File: src/rtl/bffpf_pkg.sv
// ----------------------------------------------------------------------------
// bffpf_pkg
// shared widths, codes and types of the best-fit free page finder
// ----------------------------------------------------------------------------
package bffpf_pkg;

  localparam int NUM_FILES_DEF      = 16;
  localparam int PAGES_PER_FILE_DEF = 256;

  localparam int FILE_W      = 4;
  localparam int PAGE_IN_W   = 8;
  localparam int SPACE_W     = 16;
  localparam int OUT_PAGE_W  = 8;
  localparam int IN_TDATA_W  = 32;
  localparam int OUT_TDATA_W = 8;

  // wide enough for 256 files of 4096 pages
  localparam int MAX_ADDR_W = 20;

  localparam logic OP_SET  = 1'b0;
  localparam logic OP_FIND = 1'b1;

  typedef struct packed {
    logic               valid;
    logic [SPACE_W-1:0] space;
  } entry_t;

  typedef struct packed {
    logic                  we;
    logic                  re;
    logic [MAX_ADDR_W-1:0] addr;
    entry_t                wdata;
  } mem_req_t;

  typedef struct packed {
    logic               hit;
    logic [SPACE_W-1:0] req;
    logic [SPACE_W-1:0] best_space;
  } scan_st_t;

endpackage

File: src/rtl/bffpf_cmp.sv
// ----------------------------------------------------------------------------
// bffpf_cmp
// shared compare unit: decides whether a scanned entry becomes the best fit
// ----------------------------------------------------------------------------
module bffpf_cmp (
  input  bffpf_pkg::entry_t   ent,
  input  bffpf_pkg::scan_st_t scan_st,
  output logic                take
);
  import bffpf_pkg::*;

  logic fits;
  logic better;

  assign fits   = ent.valid && (ent.space >= scan_st.req);
  // strict less keeps the lowest page on a tie, pages come in ascending order
  assign better = !scan_st.hit || (ent.space < scan_st.best_space);
  assign take   = fits && better;

endmodule

File: config.mk
export PLATFORM = sky130hd
export DESIGN_NAME = bffpf_cmp
export DESIGN_NICKNAME = d
export VERILOG_FILES = /design/src/rtl/bffpf_pkg.sv /design/src/rtl/bffpf_cmp.sv
export SDC_FILE = /design/constraint.sdc
export NUM_CORES = 1
export LEC_CHECK = 0
export BUFFER_PORTS_ARGS = -buffer_cell sky130_fd_sc_hd__buf_2
export CAP_MARGIN = 20
export CORE_AREA = 2 2 45 47
export DETAILED_ROUTE_END_ITERATION = 8
export DIE_AREA = 0 0 47 49
export PLACE_DENSITY = 0.84
export SYNTH_ARGS = -nofsm -noshare
export SYNTH_HDL_FRONTEND = slang
export SYNTH_SLANG_ARGS = --single-unit
File: constraint.sdc
create_clock -name vclk -period 1.74
set_input_delay 0.087 -clock vclk [all_inputs]
set_output_delay 0.087 -clock vclk [all_outputs]
set_load 0.05 [all_outputs]
==> results.json <==
{
  "status": "finished, violations left",
  "violations": "setup timing",
  "leakage_uw": 0.000769,
  "grt_pass1_wl_mm": 3.63,
  "cts_setup_buffers": 0,
  "cp-startpoint": "ent[1]",
  "netlist-cell-type-count": 19,
  "max_freq_mhz": 553,
  "drt_pass1_iterations": 4,
  "wire_per_inst_um": 12.7,
  "ir_drop_mv": 0.122,
  "yosysTopAreaCellShare": 0.491,
  "antenna_found_initial": 0,
  "p_sw_uw": 142,
  "syn_avg_cell_area_um2": 7.38,
  "ys_warn_count": 0,
  "wl_mm": 2.49,
  "num_vias": 989,
  "syn_to_final_growth_pct": 59.0,
  "regArea_um2": 0,
  "endpoint_kind": "primary output",
  "antenna_cells": 0,
  "layout_common_cells": "buf_2 (48), inv_1 (31), ha_1 (30)",
  "core_area_um2": 1840,
  "combPwrFrac": 1.000,
  "setup_viol": 1,
  "grt_pass1_vias": 990,
  "cp-start-kind": "primary input",
  "grt_usage": 0.202,
  "p_int_uw": 149,
  "yosys-top-cells-area": "ha_1 (49%), inv_1 (15%), a21oi_1 (4.4%)",
  "setup_ws_ns": -0.0686,
  "worstMarginPinSlew_ns": 0.388,
  "critPathCapture": "take",
  "port_buffers": 51,
  "seq_cell_count": 0,
  "via_per_inst": 5.05,
  "final_common_cell": "buf_2",
  "dieHeight_um": 49,
  "p_sw_frac": 0.488,
  "synth_area_leader_cell": "ha_1",
  "synthesis.area_um2": 790,
  "grt_start_max_net_pins": 4,
  "slew_headroom": 0.739,
  "nNetsFinal": 252,
  "dieArea_um2": 2300,
  "synth_seq_area_share": 0,
  "ios": 51,
  "synth_nets": 188,
  "crit_fanout": 2,
  "clockPowerShare": 0,
  "fillCellCount": 172,
  "seqPwrFrac": 0,
  "syn_inst": 107,
  "crit_arrival_ns": 1.72,
  "rsz0062_at_grt": "true",
  "stdcell_count": 196,
  "drt-initial-drc-count": 12,
  "ant_nets": 0,
  "crit_required_ns": 1.65,
  "layout-drive-gt1-share": 0.438,
  "finalCritPeriodShare": 1.04,
  "final_util": 0.681,
  "rows": 16,
  "finalSetupTns_ns": -0.0686,
  "hp-class": "in2out",
  "gp_congestion": 0.797,
  "route.detailed.drc": 0,
  "grt_overflow": 0,
  "min_from": "scan_st[32]",
  "multi_input_area_um2": 746,
  "place_hpwl_mm": 1.94,
  "place_inst": 196,
  "maxSlewViolCount": 0,
  "hold_viol": 0,
  "p_per_area_nw_per_um2": 232,
  "maxCapViolations": 0,
  "initial_core_util": 0.429,
  "die_x_um": 47,
  "hold_slack_ns": 0.519,
  "post-place-ws_ns": -0.246,
  "min_period_ns": 1.81,
  "crit_type": "in2out",
  "clkbuf_count": 0
}
[power by group through the flow]
stage	registers, uW	logic (uW)	clock network, uW
after CTS	0	269	0
after global routing	0	327	0
after floorplan	0	138	0
after global placement	0	240	0
after detailed placement	0	255	0
final	0	291	0
[timing repair]
action / CTS / global route
hold buffers: 0 / 0
hold endpoints to repair: 0 / 0
setup endpoints to repair: 1 / 1
pin swaps: 8 / 7
gates resized for setup: 9 / 11
cloned: 0 / 0
[worst min-delay path by stage]
stage / to / slack, ns / depth (start not counted)
after floorplan: take / 0.30 / 1
after global placement: take / 0.56 / 3
after detailed placement: take / 0.56 / 3
after CTS: take / 0.51 / 3
after global routing: take / 0.53 / 3
final: take / 0.52 / 3
[area by class of cell]
| cell class | instances | share of cell area |
|---|---|---|
| multi-input combinational | 75 | 0.594 |
| inverter | 32 | 0.0977 |
| timing repair buffer | 62 | 0.281 |
| tap | 27 | 0.0269 |
[cells in the mapped netlist (all sizes together)]
| cell | instances |
|---|---|
| a21boi | 1 |
| a21oi | 7 |
| nand3 | 3 |
| ha | 31 |
| o21ai | 5 |
| a2111oi | 3 |
| nor2 | 6 |
| nor2b | 1 |
| nor4 | 1 |
| a221o | 1 |
| nand4 | 5 |
| nor3b | 1 |
| a211oi | 2 |
| a21o | 4 |
| inv | 32 |
| nand2 | 3 |
| or3 | 1 |
[stage by stage]
stage	power [uW]	area, um2
detailed placement	255	1170
finish	291	1250
floorplan	138	802
CTS	269	1210
global placement	240	1170
global route	327	1250
[worst max-delay path: stages]
cell and delay (ns):
buf_2 0.11, ha_1 0.28, a21boi_0 0.13, nor4_2 0.30
a2111oi_4 0.10, buf_4 0.16, a2111oi_4 0.34, buf_6 0.21
[per-layer routing]
metal,routed length (um),vias to the layer above,global-route usage
li1,-,495,-
met1,933,454,0.211
met2,1360,34,0.404
met3,125,6,0.00741
met4,72,0,0.0509
met5,0,-,0
[cell families after synthesis]
| family | share of synthesized area |
|---|---|
| AO/OA/AOI/OAI | 0.222 |
| adder cells (fa/ha/maj) | 0.491 |
| buffers and inverters | 0.152 |
| AND/OR/NAND/NOR | 0.135 |
(Power assumes the default switching activity.)
