--- config.mk ---
export PLATFORM = sky130hd
export DESIGN_NAME = bffpf_seq
export DESIGN_NICKNAME = d
export VERILOG_FILES = /design/src/rtl/bffpf_pkg.sv /design/src/rtl/bffpf_seq.sv
export SDC_FILE = /design/constraint.sdc
export NUM_CORES = 1
export LEC_CHECK = 0
export BUFFER_PORTS_ARGS = -buffer_cell sky130_fd_sc_hd__buf_2
export CAP_MARGIN = 20
export CELL_PAD_IN_SITES_DETAIL_PLACEMENT = 1
export CELL_PAD_IN_SITES_GLOBAL_PLACEMENT = 1
export CORE_UTILIZATION = 38
export DETAILED_ROUTE_END_ITERATION = 10
export PLACE_DENSITY = 0.77
export SLEW_MARGIN = 30
export SYNTH_ARGS = -nofsm -noshare
export SYNTH_HDL_FRONTEND = slang
export SYNTH_SLANG_ARGS = --single-unit
export TNS_END_PERCENT = 5
--- constraint.sdc ---
create_clock -name clk -period 2.6 [get_ports clk]
set_input_delay 0.78 -clock clk [delete_from_list [all_inputs] [get_ports clk]]
set_output_delay 0.78 -clock clk [all_outputs]
set_load 0.005 [all_outputs]
--- src/rtl/bffpf_pkg.sv ---
// ----------------------------------------------------------------------------
// bffpf_pkg
// shared widths, codes and types of the best-fit free page finder
// ----------------------------------------------------------------------------
package bffpf_pkg;

  localparam int NUM_FILES_DEF      = 16;
  localparam int PAGES_PER_FILE_DEF = 256;

  localparam int FILE_W      = 4;
  localparam int PAGE_IN_W   = 8;
  localparam int SPACE_W     = 16;
  localparam int OUT_PAGE_W  = 8;
  localparam int IN_TDATA_W  = 32;
  localparam int OUT_TDATA_W = 8;

  // wide enough for 256 files of 4096 pages
  localparam int MAX_ADDR_W = 20;

  localparam logic OP_SET  = 1'b0;
  localparam logic OP_FIND = 1'b1;

  typedef struct packed {
    logic               valid;
    logic [SPACE_W-1:0] space;
  } entry_t;

  typedef struct packed {
    logic                  we;
    logic                  re;
    logic [MAX_ADDR_W-1:0] addr;
    entry_t                wdata;
  } mem_req_t;

  typedef struct packed {
    logic               hit;
    logic [SPACE_W-1:0] req;
    logic [SPACE_W-1:0] best_space;
  } scan_st_t;

endpackage

--- src/rtl/bffpf_seq.sv ---
// ----------------------------------------------------------------------------
// bffpf_seq
// sequencer: clearing pass, set writes, page scan and result register
// ----------------------------------------------------------------------------
module bffpf_seq #(
  parameter int NUM_FILES      = 16,
  parameter int PAGES_PER_FILE = 256
) (
  input  logic                               clk,
  input  logic                               rst_n,
  input  logic                               in_tvalid,
  output logic                               in_tready,
  input  logic [bffpf_pkg::IN_TDATA_W-1:0]   in_tdata,
  input  logic [0:0]                         in_tuser,
  output logic                               out_tvalid,
  input  logic                               out_tready,
  output logic [bffpf_pkg::OUT_TDATA_W-1:0]  out_tdata,
  output logic [0:0]                         out_tuser,
  output bffpf_pkg::mem_req_t                mem_req,
  input  bffpf_pkg::entry_t                  rd_data,
  output bffpf_pkg::scan_st_t                scan_st,
  input  logic                               take
);
  import bffpf_pkg::*;

  localparam int DEPTH = NUM_FILES * PAGES_PER_FILE;
  localparam int AW    = $clog2(DEPTH);
  localparam int PW    = $clog2(PAGES_PER_FILE);

  typedef enum logic [4:0] {
    ST_CLEAR  = 5'b00001,
    ST_IDLE   = 5'b00010,
    ST_SCAN   = 5'b00100,
    ST_DRAIN  = 5'b01000,
    ST_RESULT = 5'b10000
  } state_t;

  state_t              state_r, state_nxt;
  logic [AW-1:0]       clr_addr_r, clr_addr_nxt;
  logic [AW-1:0]       rd_addr_r, rd_addr_nxt;
  logic [PW-1:0]       page_r, page_nxt;
  logic                cmp_v_r, cmp_v_nxt;
  logic [PW-1:0]       cmp_page_r, cmp_page_nxt;
  logic [SPACE_W-1:0]  req_r, req_nxt;
  logic                hit_r, hit_nxt;
  logic [SPACE_W-1:0]  best_space_r, best_space_nxt;
  logic [PW-1:0]       best_page_r, best_page_nxt;
  logic                out_tvalid_r, out_tvalid_nxt;
  logic                out_found_r, out_found_nxt;
  logic [OUT_PAGE_W-1:0] out_page_r, out_page_nxt;

  logic                 in_op;
  logic [FILE_W-1:0]    in_file;
  logic [PAGE_IN_W-1:0] in_page;
  logic [SPACE_W-1:0]   in_space;
  logic                 in_fire;
  logic                 file_ok;
  logic                 page_ok;
  logic [AW-1:0]        base_addr;
  logic [AW-1:0]        set_addr;
  logic                 out_free;

  assign in_op    = in_tuser[0];
  assign in_file  = in_tdata[FILE_W-1:0];
  assign in_page  = in_tdata[FILE_W+PAGE_IN_W-1:FILE_W];
  assign in_space = in_tdata[FILE_W+PAGE_IN_W+SPACE_W-1:FILE_W+PAGE_IN_W];

  assign in_tready = (state_r == ST_IDLE);
  assign in_fire   = in_tvalid && in_tready;
  assign file_ok   = 32'(in_file) < 32'(NUM_FILES);
  assign page_ok   = 32'(in_page) < 32'(PAGES_PER_FILE);
  assign base_addr = AW'(32'(in_file) * 32'(PAGES_PER_FILE));
  assign set_addr  = AW'(32'(in_file) * 32'(PAGES_PER_FILE) + 32'(in_page));
  assign out_free  = !out_tvalid_r || out_tready;

  assign scan_st.hit        = hit_r;
  assign scan_st.req        = req_r;
  assign scan_st.best_space = best_space_r;

  always_comb begin
    mem_req = '0;
    unique case (state_r)
      ST_CLEAR: begin
        mem_req.we    = 1'b1;
        mem_req.addr  = MAX_ADDR_W'(clr_addr_r);
      end
      ST_IDLE: begin
        if (in_fire && (in_op == OP_SET) && file_ok && page_ok) begin
          mem_req.we          = 1'b1;
          mem_req.addr        = MAX_ADDR_W'(set_addr);
          mem_req.wdata.valid = 1'b1;
          mem_req.wdata.space = in_space;
        end
      end
      ST_SCAN: begin
        mem_req.re   = 1'b1;
        mem_req.addr = MAX_ADDR_W'(rd_addr_r);
      end
      ST_DRAIN, ST_RESULT: begin
      end
      default: begin
      end
    endcase
  end

  always_comb begin
    state_nxt      = state_r;
    clr_addr_nxt   = clr_addr_r;
    rd_addr_nxt    = rd_addr_r;
    page_nxt       = page_r;
    cmp_v_nxt      = 1'b0;
    cmp_page_nxt   = cmp_page_r;
    req_nxt        = req_r;
    hit_nxt        = hit_r;
    best_space_nxt = best_space_r;
    best_page_nxt  = best_page_r;
    out_tvalid_nxt = out_tvalid_r && !out_tready;
    out_found_nxt  = out_found_r;
    out_page_nxt   = out_page_r;

    // entry read in the previous cycle is judged now
    if (cmp_v_r && take) begin
      hit_nxt        = 1'b1;
      best_space_nxt = rd_data.space;
      best_page_nxt  = cmp_page_r;
    end

    unique case (state_r)
      ST_CLEAR: begin
        clr_addr_nxt = clr_addr_r + 1'b1;
        if (clr_addr_r == AW'(DEPTH - 1)) begin
          state_nxt = ST_IDLE;
        end
      end
      ST_IDLE: begin
        if (in_fire && (in_op == OP_FIND)) begin
          req_nxt        = in_space;
          hit_nxt        = 1'b0;
          best_space_nxt = '0;
          best_page_nxt  = '0;
          if (file_ok) begin
            rd_addr_nxt = base_addr;
            page_nxt    = '0;
            state_nxt   = ST_SCAN;
          end else begin
            state_nxt = ST_RESULT;
          end
        end
      end
      ST_SCAN: begin
        rd_addr_nxt  = rd_addr_r + 1'b1;
        page_nxt     = page_r + 1'b1;
        cmp_v_nxt    = 1'b1;
        cmp_page_nxt = page_r;
        if (page_r == PW'(PAGES_PER_FILE - 1)) begin
          state_nxt = ST_DRAIN;
        end
      end
      ST_DRAIN: begin
        state_nxt = ST_RESULT;
      end
      ST_RESULT: begin
        if (out_free) begin
          out_tvalid_nxt = 1'b1;
          out_found_nxt  = hit_r;
          out_page_nxt   = hit_r ? OUT_PAGE_W'(best_page_r) : '0;
          state_nxt      = ST_IDLE;
        end
      end
      default: begin
        state_nxt = ST_IDLE;
      end
    endcase
  end

  always_ff @(posedge clk) begin
    if (!rst_n) begin
      state_r      <= ST_CLEAR;
      clr_addr_r   <= '0;
      cmp_v_r      <= 1'b0;
      out_tvalid_r <= 1'b0;
    end else begin
      state_r      <= state_nxt;
      clr_addr_r   <= clr_addr_nxt;
      cmp_v_r      <= cmp_v_nxt;
      out_tvalid_r <= out_tvalid_nxt;
    end
  end

  always_ff @(posedge clk) begin
    rd_addr_r    <= rd_addr_nxt;
    page_r       <= page_nxt;
    cmp_page_r   <= cmp_page_nxt;
    req_r        <= req_nxt;
    hit_r        <= hit_nxt;
    best_space_r <= best_space_nxt;
    best_page_r  <= best_page_nxt;
    out_found_r  <= out_found_nxt;
    out_page_r   <= out_page_nxt;
  end

  assign out_tvalid   = out_tvalid_r;
  assign out_tdata    = out_page_r;
  assign out_tuser[0] = out_found_r;

endmodule

==> flow_metrics.tcl <==
set metrics [dict create \
    grt_use_total_pct 18.5 \
    final.min_clock_period_ps 2630 \
    design_area_mm2 0.00534 \
    crit_path_max_incr_delay_ps 330 \
    avgRoutedWirePerCell_um 15.6 \
    drtPass1Iterations 4 \
    cts.path.max_buffers 2 \
    cp_num_cells 7 \
    routed_via_density 5.05 \
    startpoint "in_tvalid" \
    synthTopCellsByArea "edfxtp_1, dfxtp_1, nand2_1, and2_1, xor2_1" \
    p_leak_nw 2.31 \
    drv_slew 0 \
    finalSetupTns_ps -40.0 \
    synth_enable_flop_cells 53 \
    rsz0062_at_grt "true" \
    layout.cells.non_filler 671 \
    drcViolationCount 0 \
    hold_slack_ps 455 \
    cp-endpoint "mem_req[25]" \
    hold_violations 0 \
    ys.flop_type "edfxtp_1" \
    maxSlewHeadroom_pct 39.0 \
    drive_above_1_share_pct 32.4 \
    power.density_mw_per_mm2 612 \
    port_buffers 124 \
    violations "negative setup slack" \
    critPathMaxFanout 13 \
    clock-root-buffer "clkbuf_16" \
    ys_warn_count 0 \
    cp-start-kind "input pin" \
    async_reset_ff_share_pct 0 \
    die_h_um 108 \
    min_from "best_space_r[2]" \
    max_cap_viol_count 0 \
    yosysTopAreaCell "edfxtp_1" \
    crit_chain "buf_6 -> nor2b_4 -> and4_4 -> buf_12 -> a222oi_1 -> inv_1 -> buf_2" \
    worstSetupPathType "input pin to output pin" \
    endpoint_kind "output pin" \
    ir_drop_uv 291 \
    start_util_pct 39.2 \
    setup_viol 2 \
    fin_ws_ps -33.8 \
    place.gp.congestion 0.851 \
    cp_data_arrival_time_ps 1850 \
    syn_inst 401 \
    place_inst 655 \
    netlist_area_mm2 0.00429 \
    nFillCells 1244 \
    ios 138 \
    cts_tree "done" \
    rr_worst_depth 4 \
    post-route-util_pct 48.9 \
    dp_hpwl_um 7830 \
    synth.top_cell.area_share_pct 37.1 \
    dieWidth_um 108 \
    areaGrowthSynthToFinish_pct 24.6 \
    crit_slowest_cell "a222oi_1" \
    worst_ep_required_time_ps 1820 \
    r2r_setup_slack_ps 550 \
    period_share_pct 101 \
    grt_pass1_wl_um 16600 \
    antennaDiodeCount 0 \
    core-area_mm2 0.0109 \
    ys_ff_latch 97 \
    numCtsBuffers 9 \
    drtIter0Drc 181 \
    postSynthAreaPerCell_um2 10.7 \
    path_clk_slew_ps 70 \
    fp-row-count 38 \
    total_power_mw 3.27 \
    overflow 0 \
    status "finished with violations" \
    first_global_vias 3387 \
    routed-via-count 3387 \
    placed_area_mm2 0.00500 \
    worst_pin_slew_ps 915 \
    timing.fmax_mhz 380 \
    reg2reg_to "page_r[4]" \
    cp_num_buf_inv 4 \
    clk_latency_ps 340 \
    grt_start_max_net_pins 43 \
    postRouteAntennaNets 0 \
    worst_hold_path_type "register to register" \
    path_delay_family "buffers and inverters" \
    postCtsSetupRepairBufs 0 \
    dieArea_mm2 0.0117 \
    grt_antenna_before_repair 0 \
    reg2reg_from "state_r[3]" \
    ys_seq_area_share_pct 57.6 \
    place_ws_ps -116 \
    synthDistinctLibCells 46 \
    drt-total-wl_um 10400 \
    cts_max_level 3 \
    finalNetCount 584 \
    fin_skew_ps 6.08 \
    cts_sinks 97 \
]
==> routing by layer <==
layer | vias to the layer above | track usage [%] | share of wire (%)
met4 | 0 | 6.46 | 1.0
met5 | - | 0 | 0
met2 | 125 | 33.0 | 49
met3 | 9 | 4.04 | 6.4
met1 | 1613 | 21.9 | 43
li1 | 1640 | - | -
==> cells in the final DEF, fill, tap and decap left out, types with 2 or more instances in the layout <==
cell | synthesis | routed
nor2_1 | 30 | 30
a21oi_1 | 26 | 26
clkinv_4 | 0 | 4
buf_4 | 10 | 10
xor2_1 | 15 | 15
nand4_1 | 8 | 8
o21ai_0 | 11 | 11
inv_1 | 14 | 14
conb_1 | 1 | 8
edfxtp_1 | 53 | 53
and3_1 | 2 | 2
dfxtp_2 | 0 | 2
a21oi_2 | 8 | 8
dfxtp_1 | 44 | 42
nand2_1 | 62 | 62
nor2b_4 | 1 | 2
or3_1 | 6 | 6
and2_1 | 29 | 29
ha_1 | 3 | 3
clkbuf_16 | 0 | 10
xnor2_1 | 6 | 6
and3_4 | 2 | 2
and4_1 | 4 | 3
nor3_1 | 2 | 2
nand3_1 | 13 | 13
buf_2 | 1 | 123
a222oi_1 | 12 | 12
nand2b_1 | 2 | 2
==> synthesized netlist by cell type, types with 3 or more instances <==
| master | n |
|---|---|
| xor2_1 | 15 |
| and4_1 | 4 |
| o21ai_0 | 11 |
| nor2_1 | 30 |
| buf_4 | 10 |
| and2_1 | 29 |
| edfxtp_1 | 53 |
| nand3_1 | 13 |
| or3_1 | 6 |
| nand2_1 | 62 |
| a21oi_1 | 26 |
| ha_1 | 3 |
| nand4_1 | 8 |
| buf_6 | 7 |
| dfxtp_1 | 44 |
| a21oi_2 | 8 |
| inv_1 | 14 |
| clkbuf_1 | 9 |
| a222oi_1 | 12 |
| xnor2_1 | 6 |
==> worst min-delay path: cells and delay by family (launching register included) <==
family,cells,cell delay (ps)
AOI/OAI and AO/OA,1,50
DFF,1,310
and+or+nand+nor,1,50
==> flip-flops by register name, summed over array words and instances, names as in the netlist, 8 cells and up <==
name	count
cmp_page_r	8
clr_addr_r	12
rd_addr_r	12
best_space_r	16
page_r	8
out_tdata	8
best_page_r	8
req_r	16
==> how the worst min path moves through the flow <==
stage                            end  cells past startpoint  slack [ps]
floorplan             best_page_r[4]                      2         430
global placement      best_page_r[3]                      2         440
detailed placement   best_space_r[6]                      2         450
CTS                  best_space_r[6]                      2         460
global route        best_space_r[15]                      2         470
finish               best_space_r[2]                      2         460
==> area by class of cell <==
class	count	area [um2]	share of cell area (%)
Multi-Input combinational cell	268	1590	29.8
Inverter	15	56.3	1.05
Clock inverter	6	73.8	1.38
Tap cell	140	175	3.28
Clock buffer	10	250	4.68
Timing Repair Buffer	135	722	13.5
Sequential cell	97	2470	46.3
==> repair_timing <==
item,CTS,global route
endpoints found under the hold margin,0,0
setup endpoints to repair,12,12
resized for setup,3,2
pin swaps,1,1
hold buffers,0,0
cloned,0,0
==> cells by family (layout without fill, tap and decap cells) <==
family	count (synthesis)	after routing	share of synthesized area (%)
AOI/OAI and AO/OA	60	60	9.31
xor gates and xnor gates	21	21	4.29
adders and majority gates	3	3	0.875
buffers and inverters	43	166	6.10
DFF	97	97	57.6
muxes	1	1	0.233
other	1	8	0.0874
and+or+nand+nor	175	175	21.5
==> where the power goes <==
part           total [mW]  internal, mW  switching, mW
combinational       0.203        0.0975          0.106
clock                1.40         0.814          0.582
sequential           1.67          1.64         0.0321
total                3.27          2.55          0.719
(Power assumes the default switching activity.)
